$ cat config.mk
export PLATFORM = sky130hd
export DESIGN_NAME = rational_arithmetic_unit
export DESIGN_NICKNAME = d
export VERILOG_FILES = /design/src/sv/rau_pkg.sv /design/src/sv/rational_arithmetic_unit.sv /design/src/sv/rau_front.sv /design/src/sv/rau_fifo.sv /design/src/sv/rau_reduce.sv /design/src/sv/rau_back.sv
export SDC_FILE = /design/constraint.sdc
export NUM_CORES = 2
export LEC_CHECK = 0
export BUFFER_PORTS_ARGS = -buffer_cell sky130_fd_sc_hd__buf_4
export CORE_UTILIZATION = 50
export DETAILED_ROUTE_END_ITERATION = 8
export HOLD_SLACK_MARGIN = 0.03
export MAX_ROUTING_LAYER = met4
export PLACE_DENSITY = 0.63
export RECOVER_POWER = 25
export REMOVE_ABC_BUFFERS = 1
export SYNTH_ARGS = -nofsm -noshare
export SYNTH_HDL_FRONTEND = slang
export SYNTH_HIERARCHICAL = 1
export SYNTH_SLANG_ARGS = --single-unit
$ cat constraint.sdc
create_clock -name clk -period 11 [get_ports clk]
set_input_delay 0.55 -clock clk [delete_from_list [all_inputs] [get_ports clk]]
set_output_delay 0.55 -clock clk [all_outputs]
set_load 0.02 [all_outputs]
$ cat src/sv/rau_pkg.sv
// ----------------------------------------------------------------------------
// rau_pkg
// Types, codes and helpers shared by the rational arithmetic unit.
// ----------------------------------------------------------------------------
package rau_pkg;

  localparam int WIDTH = 32;

  localparam logic [3:0] KIND_MAKE = 4'd0;
  localparam logic [3:0] KIND_ADD  = 4'd1;
  localparam logic [3:0] KIND_SUB  = 4'd2;
  localparam logic [3:0] KIND_MUL  = 4'd3;
  localparam logic [3:0] KIND_DIV  = 4'd4;
  localparam logic [3:0] KIND_NEG  = 4'd5;
  localparam logic [3:0] KIND_EQ   = 4'd6;
  localparam logic [3:0] KIND_NE   = 4'd7;
  localparam logic [3:0] KIND_ISZ  = 4'd8;

  localparam logic [1:0] ST_OK   = 2'd0;
  localparam logic [1:0] ST_ZDEN = 2'd1;
  localparam logic [1:0] ST_OVF  = 2'd2;

  // magnitude of the most negative value
  localparam logic [WIDTH-1:0] MINMAG = {1'b1, {(WIDTH-1){1'b0}}};
  localparam logic [2*WIDTH-1:0] MAXPOS2 = {{(WIDTH+1){1'b0}}, {(WIDTH-1){1'b1}}};

  typedef struct packed {
    logic [3:0]              kind;
    logic signed [WIDTH-1:0] a_num;
    logic signed [WIDTH-1:0] a_den;
    logic signed [WIDTH-1:0] b_num;
    logic signed [WIDTH-1:0] b_den;
  } in_item_t;

  typedef struct packed {
    logic signed [WIDTH-1:0] res_num;
    logic signed [WIDTH-1:0] res_den;
    logic                    truth;
    logic [1:0]              status;
  } out_item_t;

  typedef struct packed {
    logic             neg;
    logic [WIDTH-1:0] mag;
  } sval_t;

  typedef struct packed {
    logic      imm;
    out_item_t imm_res;
    logic [3:0] kind;
    sval_t     an;
    sval_t     ad;
    sval_t     bn;
    sval_t     bd;
  } work_t;

  typedef struct packed {
    logic             start;
    logic [WIDTH-1:0] n_mag;
    logic [WIDTH-1:0] d_mag;
  } red_req_t;

  typedef struct packed {
    logic             done;
    logic [WIDTH-1:0] n_mag;
    logic [WIDTH-1:0] d_mag;
  } red_rsp_t;

  function automatic sval_t from_bits(logic [WIDTH-1:0] v);
    sval_t s;
    s.neg = v[WIDTH-1];
    s.mag = v[WIDTH-1] ? WIDTH'(~v + 1'b1) : v;
    return s;
  endfunction

  function automatic logic [WIDTH-1:0] to_bits(sval_t s);
    return s.neg ? WIDTH'(~s.mag + 1'b1) : s.mag;
  endfunction

  function automatic logic fits2(logic neg, logic [2*WIDTH-1:0] mag);
    logic nneg;
    nneg = neg && (mag != '0);
    return nneg ? (mag <= MAXPOS2 + 1'b1) : (mag <= MAXPOS2);
  endfunction

endpackage

$ cat src/sv/rational_arithmetic_unit.sv
// Is-zero, bad kinds and zero denominators need no arithmetic; compares take
// two shift-add products; make and negate take up to two gcd reductions, the other
// arithmetic kinds up to three, with two products for multiply and divide and three
// for add and subtract. The back end carries out one request at a time;
// front and queue keep taking requests meanwhile.
// Reset (rst_n low, synchronous) empties the queue and the result register.
// ----------------------------------------------------------------------------
// rational_arithmetic_unit
// Exact signed fraction arithmetic with gcd reduction and compare.
// ----------------------------------------------------------------------------
module rational_arithmetic_unit #(
  parameter int QUEUE_DEPTH = 2
) (
  input  logic               clk,
  input  logic               rst_n,
  input  logic               in_push,
  output logic               in_full,
  input  rau_pkg::in_item_t  in_item,
  output logic               out_empty,
  input  logic               out_pop,
  output rau_pkg::out_item_t out_item
);

  logic              q_push, q_full, q_pop, q_empty;
  rau_pkg::work_t    q_din, q_dout;
  rau_pkg::red_req_t red_req;
  rau_pkg::red_rsp_t red_rsp;

  rau_front u_front (
    .clk     (clk),
    .rst_n   (rst_n),
    .in_push (in_push),
    .in_full (in_full),
    .in_item (in_item),
    .q_push  (q_push),
    .q_din   (q_din),
    .q_full  (q_full)
  );

  rau_fifo #(.DEPTH(QUEUE_DEPTH)) u_fifo (
    .clk   (clk),
    .rst_n (rst_n),
    .push  (q_push),
    .din   (q_din),
    .full  (q_full),
    .pop   (q_pop),
    .dout  (q_dout),
    .empty (q_empty)
  );

  rau_reduce u_reduce (
    .clk   (clk),
    .rst_n (rst_n),
    .req   (red_req),
    .rsp   (red_rsp)
  );

  rau_back u_back (
    .clk       (clk),
    .rst_n     (rst_n),
    .q_empty   (q_empty),
    .q_pop     (q_pop),
    .q_dout    (q_dout),
    .red_req   (red_req),
    .red_rsp   (red_rsp),
    .out_empty (out_empty),
    .out_pop   (out_pop),
    .out_item  (out_item)
  );

  a_err_zero: assert property (@(posedge clk) disable iff (!rst_n)
    !out_empty && out_item.status != rau_pkg::ST_OK |->
      out_item.res_num == '0 && out_item.res_den == '0 && !out_item.truth)
    else $error("error result carries a value");

  a_truth_zero: assert property (@(posedge clk) disable iff (!rst_n)
    !out_empty && out_item.truth |-> out_item.res_num == '0 && out_item.res_den == '0)
    else $error("compare result carries a fraction");

  a_queue_sane: assert property (@(posedge clk) disable iff (!rst_n)
    !(q_full && q_empty))
    else $error("queue both full and empty");

  a_pop_valid: assert property (@(posedge clk) disable iff (!rst_n)
    q_pop |-> !q_empty)
    else $error("back end popped an empty queue");

endmodule

$ cat src/sv/rau_front.sv
// ----------------------------------------------------------------------------
// rau_front
// Takes requests, splits operands into sign and magnitude and settles the
// kinds that need no arithmetic.
// ----------------------------------------------------------------------------
module rau_front (
  input  logic              clk,
  input  logic              rst_n,
  input  logic              in_push,
  output logic              in_full,
  input  rau_pkg::in_item_t in_item,
  output logic              q_push,
  output rau_pkg::work_t    q_din,
  input  logic              q_full
);

  logic           valid_r;
  rau_pkg::work_t work_r, work_nxt;
  logic           take;
  logic           uses_b;
  logic           zden;

  assign in_full = valid_r && q_full;
  assign take    = in_push && !in_full;
  assign q_push  = valid_r && !q_full;
  assign q_din   = work_r;

  always_comb begin
    work_nxt.kind = in_item.kind;
    work_nxt.an   = rau_pkg::from_bits(in_item.a_num);
    work_nxt.ad   = rau_pkg::from_bits(in_item.a_den);
    work_nxt.bn   = rau_pkg::from_bits(in_item.b_num);
    work_nxt.bd   = rau_pkg::from_bits(in_item.b_den);
    uses_b = in_item.kind inside {rau_pkg::KIND_ADD, rau_pkg::KIND_SUB, rau_pkg::KIND_MUL,
                                  rau_pkg::KIND_DIV, rau_pkg::KIND_EQ, rau_pkg::KIND_NE};
    zden = (work_nxt.ad.mag == '0) || (uses_b && work_nxt.bd.mag == '0) ||
           (in_item.kind == rau_pkg::KIND_DIV && work_nxt.bn.mag == '0);
    work_nxt.imm     = 1'b0;
    work_nxt.imm_res = '0;
    if (in_item.kind > rau_pkg::KIND_ISZ) begin
      work_nxt.imm = 1'b1;
    end else if (zden) begin
      work_nxt.imm            = 1'b1;
      work_nxt.imm_res.status = rau_pkg::ST_ZDEN;
    end else if (in_item.kind == rau_pkg::KIND_ISZ) begin
      work_nxt.imm           = 1'b1;
      work_nxt.imm_res.truth = (work_nxt.an.mag == '0);
    end
  end

  always_ff @(posedge clk) begin
    if (!rst_n) begin
      valid_r <= 1'b0;
    end else if (take) begin
      valid_r <= 1'b1;
    end else if (q_push) begin
      valid_r <= 1'b0;
    end
  end

  always_ff @(posedge clk) begin
    if (take) begin
      work_r <= work_nxt;
    end
  end

endmodule

$ cat src/sv/rau_fifo.sv
// ----------------------------------------------------------------------------
// rau_fifo
// Short queue of classified requests between front and back.
// ----------------------------------------------------------------------------
module rau_fifo #(
  parameter int DEPTH = 2
) (
  input  logic           clk,
  input  logic           rst_n,
  input  logic           push,
  input  rau_pkg::work_t din,
  output logic           full,
  input  logic           pop,
  output rau_pkg::work_t dout,
  output logic           empty
);

  localparam int PW = $clog2(DEPTH);
  localparam int CW = $clog2(DEPTH + 1);

  rau_pkg::work_t mem [DEPTH];
  logic [PW-1:0]  wr_ptr_r, rd_ptr_r;
  logic [CW-1:0]  count_r;
  logic           do_push, do_pop;

  assign full    = (count_r == CW'(DEPTH));
  assign empty   = (count_r == '0);
  assign do_push = push && !full;
  assign do_pop  = pop && !empty;
  assign dout    = mem[rd_ptr_r];

  always_ff @(posedge clk) begin
    if (do_push) begin
      mem[wr_ptr_r] <= din;
    end
  end

  always_ff @(posedge clk) begin
    if (!rst_n) begin
      wr_ptr_r <= '0;
      rd_ptr_r <= '0;
      count_r  <= '0;
    end else begin
      if (do_push) begin
        wr_ptr_r <= (wr_ptr_r == PW'(DEPTH - 1)) ? '0 : wr_ptr_r + 1'b1;
      end
      if (do_pop) begin
        rd_ptr_r <= (rd_ptr_r == PW'(DEPTH - 1)) ? '0 : rd_ptr_r + 1'b1;
      end
      if (do_push && !do_pop) begin
        count_r <= count_r + 1'b1;
      end else if (do_pop && !do_push) begin
        count_r <= count_r - 1'b1;
      end
    end
  end

endmodule

$ cat src/sv/rau_reduce.sv
// ----------------------------------------------------------------------------
// rau_reduce
// Reduces a numerator/denominator magnitude pair: binary gcd one step per
// cycle, then two restoring divisions side by side, one bit per cycle.
// ----------------------------------------------------------------------------
module rau_reduce (
  input  logic               clk,
  input  logic               rst_n,
  input  rau_pkg::red_req_t  req,
  output rau_pkg::red_rsp_t  rsp
);

  localparam int W  = rau_pkg::WIDTH;
  localparam int KW = $clog2(W);
  localparam int CW = $clog2(W + 1);

  typedef enum logic [2:0] {
    R_IDLE = 3'b001,
    R_GCD  = 3'b010,
    R_DIV  = 3'b100
  } rstate_t;

  rstate_t       state_r;
  logic [W-1:0]  u_r, v_r, g_r, qn_r, qd_r, g_c;
  logic [W:0]    remn_r, remd_r, shn, shd;
  logic [KW-1:0] k_r;
  logic [CW-1:0] cnt_r;
  logic          done_r;

  assign rsp.done  = done_r;
  assign rsp.n_mag = qn_r;
  assign rsp.d_mag = qd_r;

  assign g_c = (u_r | v_r) << k_r;
  assign shn = {remn_r[W-1:0], qn_r[W-1]};
  assign shd = {remd_r[W-1:0], qd_r[W-1]};

  always_ff @(posedge clk) begin
    if (!rst_n) begin
      state_r <= R_IDLE;
      done_r  <= 1'b0;
    end else begin
      done_r <= 1'b0;
      unique case (state_r)
        R_IDLE: begin
          if (req.start) begin
            state_r <= R_GCD;
          end
        end
        R_GCD: begin
          if (u_r == '0 || v_r == '0) begin
            if (g_c == '0) begin
              done_r  <= 1'b1;
              state_r <= R_IDLE;
            end else begin
              state_r <= R_DIV;
            end
          end
        end
        R_DIV: begin
          if (cnt_r == CW'(1)) begin
            done_r  <= 1'b1;
            state_r <= R_IDLE;
          end
        end
        default: state_r <= R_IDLE;
      endcase
    end
  end

  always_ff @(posedge clk) begin
    unique case (state_r)
      R_IDLE: begin
        u_r  <= req.n_mag;
        v_r  <= req.d_mag;
        qn_r <= req.n_mag;
        qd_r <= req.d_mag;
        k_r  <= '0;
      end
      R_GCD: begin
        if (u_r == '0 || v_r == '0) begin
          g_r    <= g_c;
          remn_r <= '0;
          remd_r <= '0;
          cnt_r  <= CW'(W);
        end else if (!u_r[0] && !v_r[0]) begin
          u_r <= u_r >> 1;
          v_r <= v_r >> 1;
          k_r <= k_r + 1'b1;
        end else if (!u_r[0]) begin
          u_r <= u_r >> 1;
        end else if (!v_r[0]) begin
          v_r <= v_r >> 1;
        end else if (u_r >= v_r) begin
          u_r <= (u_r - v_r) >> 1;
        end else begin
          v_r <= (v_r - u_r) >> 1;
        end
      end
      R_DIV: begin
        if (shn >= {1'b0, g_r}) begin
          remn_r <= shn - {1'b0, g_r};
          qn_r   <= {qn_r[W-2:0], 1'b1};
        end else begin
          remn_r <= shn;
          qn_r   <= {qn_r[W-2:0], 1'b0};
        end
        if (shd >= {1'b0, g_r}) begin
          remd_r <= shd - {1'b0, g_r};
          qd_r   <= {qd_r[W-2:0], 1'b1};
        end else begin
          remd_r <= shd;
          qd_r   <= {qd_r[W-2:0], 1'b0};
        end
        cnt_r <= cnt_r - 1'b1;
      end
      default: ;
    endcase
  end

endmodule

$ cat src/sv/rau_back.sv
// ----------------------------------------------------------------------------
// rau_back
// Sequencer that carries out one request: operand reduction, shift-add
// products, sum or compare, final reduction, then the result register, as the kind needs.
// ----------------------------------------------------------------------------
module rau_back (
  input  logic                clk,
  input  logic                rst_n,
  input  logic                q_empty,
  output logic                q_pop,
  input  rau_pkg::work_t      q_dout,
  output rau_pkg::red_req_t   red_req,
  input  rau_pkg::red_rsp_t   red_rsp,
  output logic                out_empty,
  input  logic                out_pop,
  output rau_pkg::out_item_t  out_item
);

  localparam int W  = rau_pkg::WIDTH;
  localparam int CW = $clog2(W + 1);

  typedef enum logic [7:0] {
    B_IDLE   = 8'b0000_0001,
    B_RSTART = 8'b0000_0010,
    B_RED    = 8'b0000_0100,
    B_DISP   = 8'b0000_1000,
    B_MSTART = 8'b0001_0000,
    B_MUL    = 8'b0010_0000,
    B_OP     = 8'b0100_0000,
    B_DONE   = 8'b1000_0000
  } bstate_t;

  typedef enum logic [1:0] {
    SEL_A,
    SEL_B,
    SEL_R
  } sel_t;

  bstate_t state_r, state_nxt;
  sel_t    sel_r, sel_nxt;
  logic [3:0] kind_r, kind_nxt;
  rau_pkg::sval_t an_r, ad_r, bn_r, bd_r, rn_r, rd_r;
  rau_pkg::sval_t an_nxt, ad_nxt, bn_nxt, bd_nxt, rn_nxt, rd_nxt;
  rau_pkg::sval_t mx, my;
  logic [1:0] midx_r, midx_nxt, last_idx;
  logic [2*W-1:0] p_r [3];
  logic [2:0]     ps_r;
  logic [2*W-1:0] mcand_r, mcand_nxt, acc_r, acc_nxt, acc_step;
  logic [W-1:0]   mplier_r, mplier_nxt;
  logic           mneg_r, mneg_nxt;
  logic [CW-1:0]  mcnt_r, mcnt_nxt;
  logic           p_we;
  rau_pkg::out_item_t res_r, res_nxt, out_r, out_nxt;
  logic           outv_r, outv_nxt;
  logic           uses_b;

  // operation results
  logic           n0, n1, n2, f0, f1, f2, same, sneg, sfit, eqv, z1, z2;
  logic [W:0]     s;

  assign out_empty = !outv_r;
  assign out_item  = out_r;

  assign uses_b = kind_r inside {rau_pkg::KIND_ADD, rau_pkg::KIND_SUB, rau_pkg::KIND_MUL,
                                 rau_pkg::KIND_DIV, rau_pkg::KIND_EQ, rau_pkg::KIND_NE};
  assign last_idx = (kind_r == rau_pkg::KIND_ADD || kind_r == rau_pkg::KIND_SUB) ? 2'd2 : 2'd1;
  assign acc_step = mplier_r[0] ? acc_r + mcand_r : acc_r;

  // multiplier operands
  always_comb begin
    case (midx_r)
      2'd0: begin
        mx = an_r;
        my = (kind_r == rau_pkg::KIND_MUL) ? bn_r : bd_r;
      end
      2'd1: begin
        mx = ad_r;
        my = (kind_r == rau_pkg::KIND_MUL) ? bd_r : bn_r;
      end
      default: begin
        mx = ad_r;
        my = bd_r;
      end
    endcase
  end

  always_comb begin
    n0 = ps_r[0] && (p_r[0] != '0);
    n1 = ps_r[1] && (p_r[1] != '0);
    n2 = ps_r[2] && (p_r[2] != '0);
    f0 = rau_pkg::fits2(ps_r[0], p_r[0]);
    f1 = rau_pkg::fits2(ps_r[1], p_r[1]);
    f2 = rau_pkg::fits2(ps_r[2], p_r[2]);
    same = (n0 == n1);
    if (same) begin
      s    = {1'b0, p_r[0][W-1:0]} + {1'b0, p_r[1][W-1:0]};
      sneg = n0;
    end else if (p_r[0][W-1:0] >= p_r[1][W-1:0]) begin
      s    = {1'b0, p_r[0][W-1:0] - p_r[1][W-1:0]};
      sneg = n0;
    end else begin
      s    = {1'b0, p_r[1][W-1:0] - p_r[0][W-1:0]};
      sneg = n1;
    end
    sfit = rau_pkg::fits2(sneg, {{(W-1){1'b0}}, s});
    z1   = (an_r.mag == '0);
    z2   = (bn_r.mag == '0);
    eqv  = (z1 || z2) ? (z1 && z2) :
           (((an_r.neg ^ bd_r.neg) == (ad_r.neg ^ bn_r.neg)) && (p_r[0] == p_r[1]));
  end

  always_comb begin
    state_nxt  = state_r;
    sel_nxt    = sel_r;
    kind_nxt   = kind_r;
    an_nxt     = an_r;
    ad_nxt     = ad_r;
    bn_nxt     = bn_r;
    bd_nxt     = bd_r;
    rn_nxt     = rn_r;
    rd_nxt     = rd_r;
    midx_nxt   = midx_r;
    mcand_nxt  = mcand_r;
    mplier_nxt = mplier_r;
    acc_nxt    = acc_r;
    mneg_nxt   = mneg_r;
    mcnt_nxt   = mcnt_r;
    res_nxt    = res_r;
    out_nxt    = out_r;
    outv_nxt   = outv_r;
    p_we       = 1'b0;
    q_pop      = 1'b0;
    red_req.start = 1'b0;
    case (sel_r)
      SEL_A:   begin red_req.n_mag = an_r.mag; red_req.d_mag = ad_r.mag; end
      SEL_B:   begin red_req.n_mag = bn_r.mag; red_req.d_mag = bd_r.mag; end
      default: begin red_req.n_mag = rn_r.mag; red_req.d_mag = rd_r.mag; end
    endcase
    if (out_pop && outv_r) begin
      outv_nxt = 1'b0;
    end
    unique case (state_r)
      B_IDLE: begin
        if (!q_empty) begin
          q_pop    = 1'b1;
          kind_nxt = q_dout.kind;
          an_nxt   = q_dout.an;
          ad_nxt   = q_dout.ad;
          bn_nxt   = q_dout.bn;
          bd_nxt   = q_dout.bd;
          res_nxt  = q_dout.imm_res;
          midx_nxt = 2'd0;
          sel_nxt  = SEL_A;
          if (q_dout.imm) begin
            state_nxt = B_DONE;
          end else if (q_dout.kind == rau_pkg::KIND_EQ || q_dout.kind == rau_pkg::KIND_NE) begin
            state_nxt = B_MSTART;
          end else begin
            state_nxt = B_RSTART;
          end
        end
      end
      B_RSTART: begin
        red_req.start = 1'b1;
        state_nxt     = B_RED;
      end
      B_RED: begin
        if (red_rsp.done) begin
          case (sel_r)
            SEL_A:   begin an_nxt.mag = red_rsp.n_mag; ad_nxt.mag = red_rsp.d_mag; end
            SEL_B:   begin bn_nxt.mag = red_rsp.n_mag; bd_nxt.mag = red_rsp.d_mag; end
            default: begin rn_nxt.mag = red_rsp.n_mag; rd_nxt.mag = red_rsp.d_mag; end
          endcase
          state_nxt = B_DISP;
        end
      end
      B_DISP: begin
        res_nxt = '0;
        if (sel_r == SEL_A && uses_b) begin
          sel_nxt   = SEL_B;
          state_nxt = B_RSTART;
        end else if (sel_r == SEL_R) begin
          res_nxt.res_num = rau_pkg::to_bits(rn_r);
          res_nxt.res_den = rau_pkg::to_bits(rd_r);
          state_nxt       = B_DONE;
        end else begin
          case (kind_r)
            rau_pkg::KIND_MAKE: begin
              rn_nxt    = an_r;
              rd_nxt    = ad_r;
              sel_nxt   = SEL_R;
              state_nxt = B_RSTART;
            end
            rau_pkg::KIND_NEG: begin
              if (an_r.neg && an_r.mag == rau_pkg::MINMAG) begin
                res_nxt.status = rau_pkg::ST_OVF;
                state_nxt      = B_DONE;
              end else begin
                rn_nxt.neg = !an_r.neg && (an_r.mag != '0);
                rn_nxt.mag = an_r.mag;
                rd_nxt     = ad_r;
                sel_nxt    = SEL_R;
                state_nxt  = B_RSTART;
              end
            end
            rau_pkg::KIND_SUB: begin
              // a - b runs as a + (-b)
              if (bn_r.neg && bn_r.mag == rau_pkg::MINMAG) begin
                res_nxt.status = rau_pkg::ST_OVF;
                state_nxt      = B_DONE;
              end else begin
                bn_nxt.neg = !bn_r.neg && (bn_r.mag != '0);
                midx_nxt   = 2'd0;
                state_nxt  = B_MSTART;
              end
            end
            default: begin
              midx_nxt  = 2'd0;
              state_nxt = B_MSTART;
            end
          endcase
        end
      end
      B_MSTART: begin
        mcand_nxt  = {{W{1'b0}}, mx.mag};
        mplier_nxt = my.mag;
        acc_nxt    = '0;
        mneg_nxt   = mx.neg ^ my.neg;
        mcnt_nxt   = CW'(W);
        state_nxt  = B_MUL;
      end
      B_MUL: begin
        acc_nxt    = acc_step;
        mcand_nxt  = mcand_r << 1;
        mplier_nxt = mplier_r >> 1;
        mcnt_nxt   = mcnt_r - 1'b1;
        if (mcnt_r == CW'(1)) begin
          p_we = 1'b1;
          if (midx_r == last_idx) begin
            state_nxt = B_OP;
          end else begin
            midx_nxt  = midx_r + 1'b1;
            state_nxt = B_MSTART;
          end
        end
      end
      B_OP: begin
        res_nxt = '0;
        case (kind_r)
          rau_pkg::KIND_EQ, rau_pkg::KIND_NE: begin
            res_nxt.truth = (kind_r == rau_pkg::KIND_NE) ? !eqv : eqv;
            state_nxt     = B_DONE;
          end
          rau_pkg::KIND_MUL, rau_pkg::KIND_DIV: begin
            if (f0 && f1) begin
              rn_nxt    = '{neg: n0, mag: p_r[0][W-1:0]};
              rd_nxt    = '{neg: n1, mag: p_r[1][W-1:0]};
              sel_nxt   = SEL_R;
              state_nxt = B_RSTART;
            end else begin
              res_nxt.status = rau_pkg::ST_OVF;
              state_nxt      = B_DONE;
            end
          end
          default: begin
            if (f0 && f1 && f2 && sfit) begin
              rn_nxt    = '{neg: sneg && (s != '0), mag: s[W-1:0]};
              rd_nxt    = '{neg: n2, mag: p_r[2][W-1:0]};
              sel_nxt   = SEL_R;
              state_nxt = B_RSTART;
            end else begin
              res_nxt.status = rau_pkg::ST_OVF;
              state_nxt      = B_DONE;
            end
          end
        endcase
      end
      B_DONE: begin
        // hold until the result register frees up
        if (!outv_r || out_pop) begin
          out_nxt   = res_r;
          outv_nxt  = 1'b1;
          state_nxt = B_IDLE;
        end
      end
      default: state_nxt = B_IDLE;
    endcase
  end

  always_ff @(posedge clk) begin
    if (!rst_n) begin
      state_r <= B_IDLE;
      outv_r  <= 1'b0;
    end else begin
      state_r <= state_nxt;
      outv_r  <= outv_nxt;
    end
  end

  always_ff @(posedge clk) begin
    sel_r    <= sel_nxt;
    kind_r   <= kind_nxt;
    an_r     <= an_nxt;
    ad_r     <= ad_nxt;
    bn_r     <= bn_nxt;
    bd_r     <= bd_nxt;
    rn_r     <= rn_nxt;
    rd_r     <= rd_nxt;
    midx_r   <= midx_nxt;
    mcand_r  <= mcand_nxt;
    mplier_r <= mplier_nxt;
    acc_r    <= acc_nxt;
    mneg_r   <= mneg_nxt;
    mcnt_r   <= mcnt_nxt;
    res_r    <= res_nxt;
    out_r    <= out_nxt;
    if (p_we) begin
      p_r[midx_r]  <= acc_step;
      ps_r[midx_r] <= mneg_r;
    end
  end

endmodule
==> out/summary.txt <==
Critical Path End Type = flop
commonest non-fill, non-tap cell in the layout = edfxtp_1
share of layout cells above drive strength 1 = 0.0996
Seq/Total Area, Yosys = 0.524
area grow syn2layout = 10.3%
Rel. slew slack = -4.16
num ports = 205
Hold Crit Class = input pin to flop
Starting DRT DRC Count = 7,475
clk buf depth = 3
Vias/cell = 6.25
# Post-CTS Setup Buffers = 0
Fin. Hold Viols = 0
initial cell density of the core = 0.505
total negative slack = 0 ns
worst hold margin = 0.0814 ns
CP arrival = 9.24 ns
post-DR wirelength/cell = 27.5 um
Clock Skews = 0.0674 ns
# H-tree levels = 4
synthesized area per cell = 11.1 um^2
Worst-path clk slew = 0.06 ns
CTS resizes = 0
GR peak layer = met1
multi-input logic area = 37,800 um^2
I/O Buffers = 204
post-DP HPWL = 212,000 um
Synthesis Warnings = 6
hold path startpoint = in_item[70]
worst skew pair latency = 0.87 ns
drt total wl = 281,000 um
Leak = 35.3 nW
main flop type after synthesis = edfxtp_1
fin nets = 8,351
Yosys top cell area share = 0.519
worst slew pin tran = 7.74 ns
VDD IR max = 0.197 mV
Post-synth ARST share = 0
Yosys reg bits = 1,503
DIE HEIGHT = 416 um
gpl congestion = 1.01
routed via count = 63,954
max-cap violations = 22
number of synthesized flops with an enable pin = 1,484
DR DRC count = 0
failing checks = capacitance limit, slew limit
met2 Resource Use GR = 0.462
status = finished with violations
pin count of the biggest net entering global routing = 151
clock sinks = 1,503
TritonCTS Buffers = 163
CP required = 11.71 ns
period utilisation layout = 0.776
Highest Clock Rate = 117 MHz
Register-to-Register Path Depth = 5
RSZ-0062 raised after global routing = no
most frequent cells in the layout = edfxtp_1 (1,484), nand2_1 (1,054), nor2_1 (451), o21ai_0 (451), a21oi_1 (407)
Slew Limit Fails = 1,102
synthesized area = 85,800 um^2
GRT Util Overall = 0.326
synth unique cells = 111
capturing point of the worst reg2reg path = u_back/state_r[1]
Cells after Synth = 7,731
critical setup path kind = flop to flop
ANT nets after route = 0
die area = 173,000 um^2
Final setup violation count = 0
met1 Track Usage GR = 0.463
Layout fillers = 14,504
worst-path fanout max = 120
Yosys top cell by area = edfxtp_1
GR Util met3 = 0.0578
Synth area leaders = edfxtp_1 (52%), ha_1 (4.8%), nand2_1 (4.6%)
num rows = 151
CTS tree = yes
power per cell area = 238 nW/um^2
fin crit period = 8.53 ns
DR pass1 iterations = 8
Hold Path End = u_front/q_din[72]
core area = 170,000 um^2
final instance area = 94,600 um^2
worst hold stages = 2
DP Area = 89,100 um^2
startpoint types = flop
Die W = 416 um
number of global-route vias before repair = 59,763
register area = 44,900 um^2
Root Driver = clkbuf_16
initial antenna violation count = 11
r2r setup slk = 2.47 ns
grt ovf = 0
first-pass GRT wire length = 405,000 um
cell usage after synthesis (57+ instances only):
cell type and number:
a211oi_1 58, a21o_1 151, a21oi_1 411, and2_1 124, buf_4 74, clkbuf_1 296
edfxtp_1 1484, ha_1 332, inv_1 314, mux2_2 106, mux2_4 160, mux2i_1 182
nand2_1 1058, nand3_1 90, nand4_1 85, nor2_1 454, nor3_1 122, nor4_1 137
o21ai_0 451, o31ai_1 83, or4_1 57, xnor2_1 292, xor2_1 122
registers in the layout, summed over array words and instances, names as in the netlist, 64 cells and up, named ones only:
name / flops
u_back/acc_r: 64
u_back/mcand_r: 64
u_back/p_r: 192
u_front/q_din: 139
u_back/res_r: 67
u_fifo/mem: 408
u_back/out_item: 67
layer usage:
layer  vias up  part of all wire
met5         -                 0
met4         0             0.045
met3       446             0.088
met2      2976              0.43
met1     31539              0.44
li1      28993                 -
metrics by stage:
step           utilization  setup WS [ns]  power (mW)  instances
2_1_floorplan            -          -3.80        14.0       7351
3_3_place_gp         0.524           3.33        16.8       9863
3_5_place_dp         0.524           3.29        16.8       9863
5_1_grt              0.557           1.92        23.4      10230
6_report             0.557           2.47        22.5      10236
4_1_cts              0.560           3.23        22.3      10227
power by group:
group / switching (mW) / total, mW / leakage [nW] / internal, mW
clock: 2.35 / 5.48 / 2.56 / 3.12
sequential: 1.16 / 9.14 / 14.1 / 7.98
combinational: 5.01 / 7.90 / 18.6 / 2.89
total: 8.52 / 22.5 / 35.3 / 14.0
critical path, cell delays in order (launching register included):
cell and delay [ns]:
dfxtp_4 0.93, clkdlybuf4s25_1 5.69, mux2_2 1.14, nor2_1 0.10, a221oi_1 0.34, a31oi_1 0.12
how the worst max path moves through the flow:
stage                            startpoint           endpoint  cells past startpoint
after floorplan           u_back/state_r[4]    u_back/sel_r[0]                      7
after global placement    u_back/p_r[1][27]    u_back/rn_r[24]                     18
after detailed placement   u_back/p_r[1][1]    u_back/rd_r[16]                     17
after CTS                  u_back/p_r[1][1]    u_back/rd_r[28]                     17
after global routing                   flop  u_back/state_r[1]                      5
final                                  flop  u_back/state_r[1]                      5
repair_timing:
action,in CTS,in global routing
hold endpoints to repair,64,0
hold buffers,65,0
endpoints found under the setup margin,0,0
area by class of cell:
type | count | share of cell area
antenna | 9 | 0.000238
clock buffer | 207 | 0.0459
clock inverter | 92 | 0.0103
inverter | 325 | 0.0129
multi-input combinational | 5523 | 0.400
sequential | 1503 | 0.475
tap | 2218 | 0.0293
timing repair buffer | 359 | 0.0265
kinds of logic after synthesis:
family	after synthesis	synth area share
other	1	0.0000437
muxes	482	0.0725
DFF	1503	0.524
AOI/OAI and AO/OA	1762	0.135
adders and majority gates	340	0.0503
buffers and inverters	769	0.0399
xor gates and xnor gates	415	0.0425
and+or+nand+nor	2459	0.136
(Power assumes the default switching activity.)
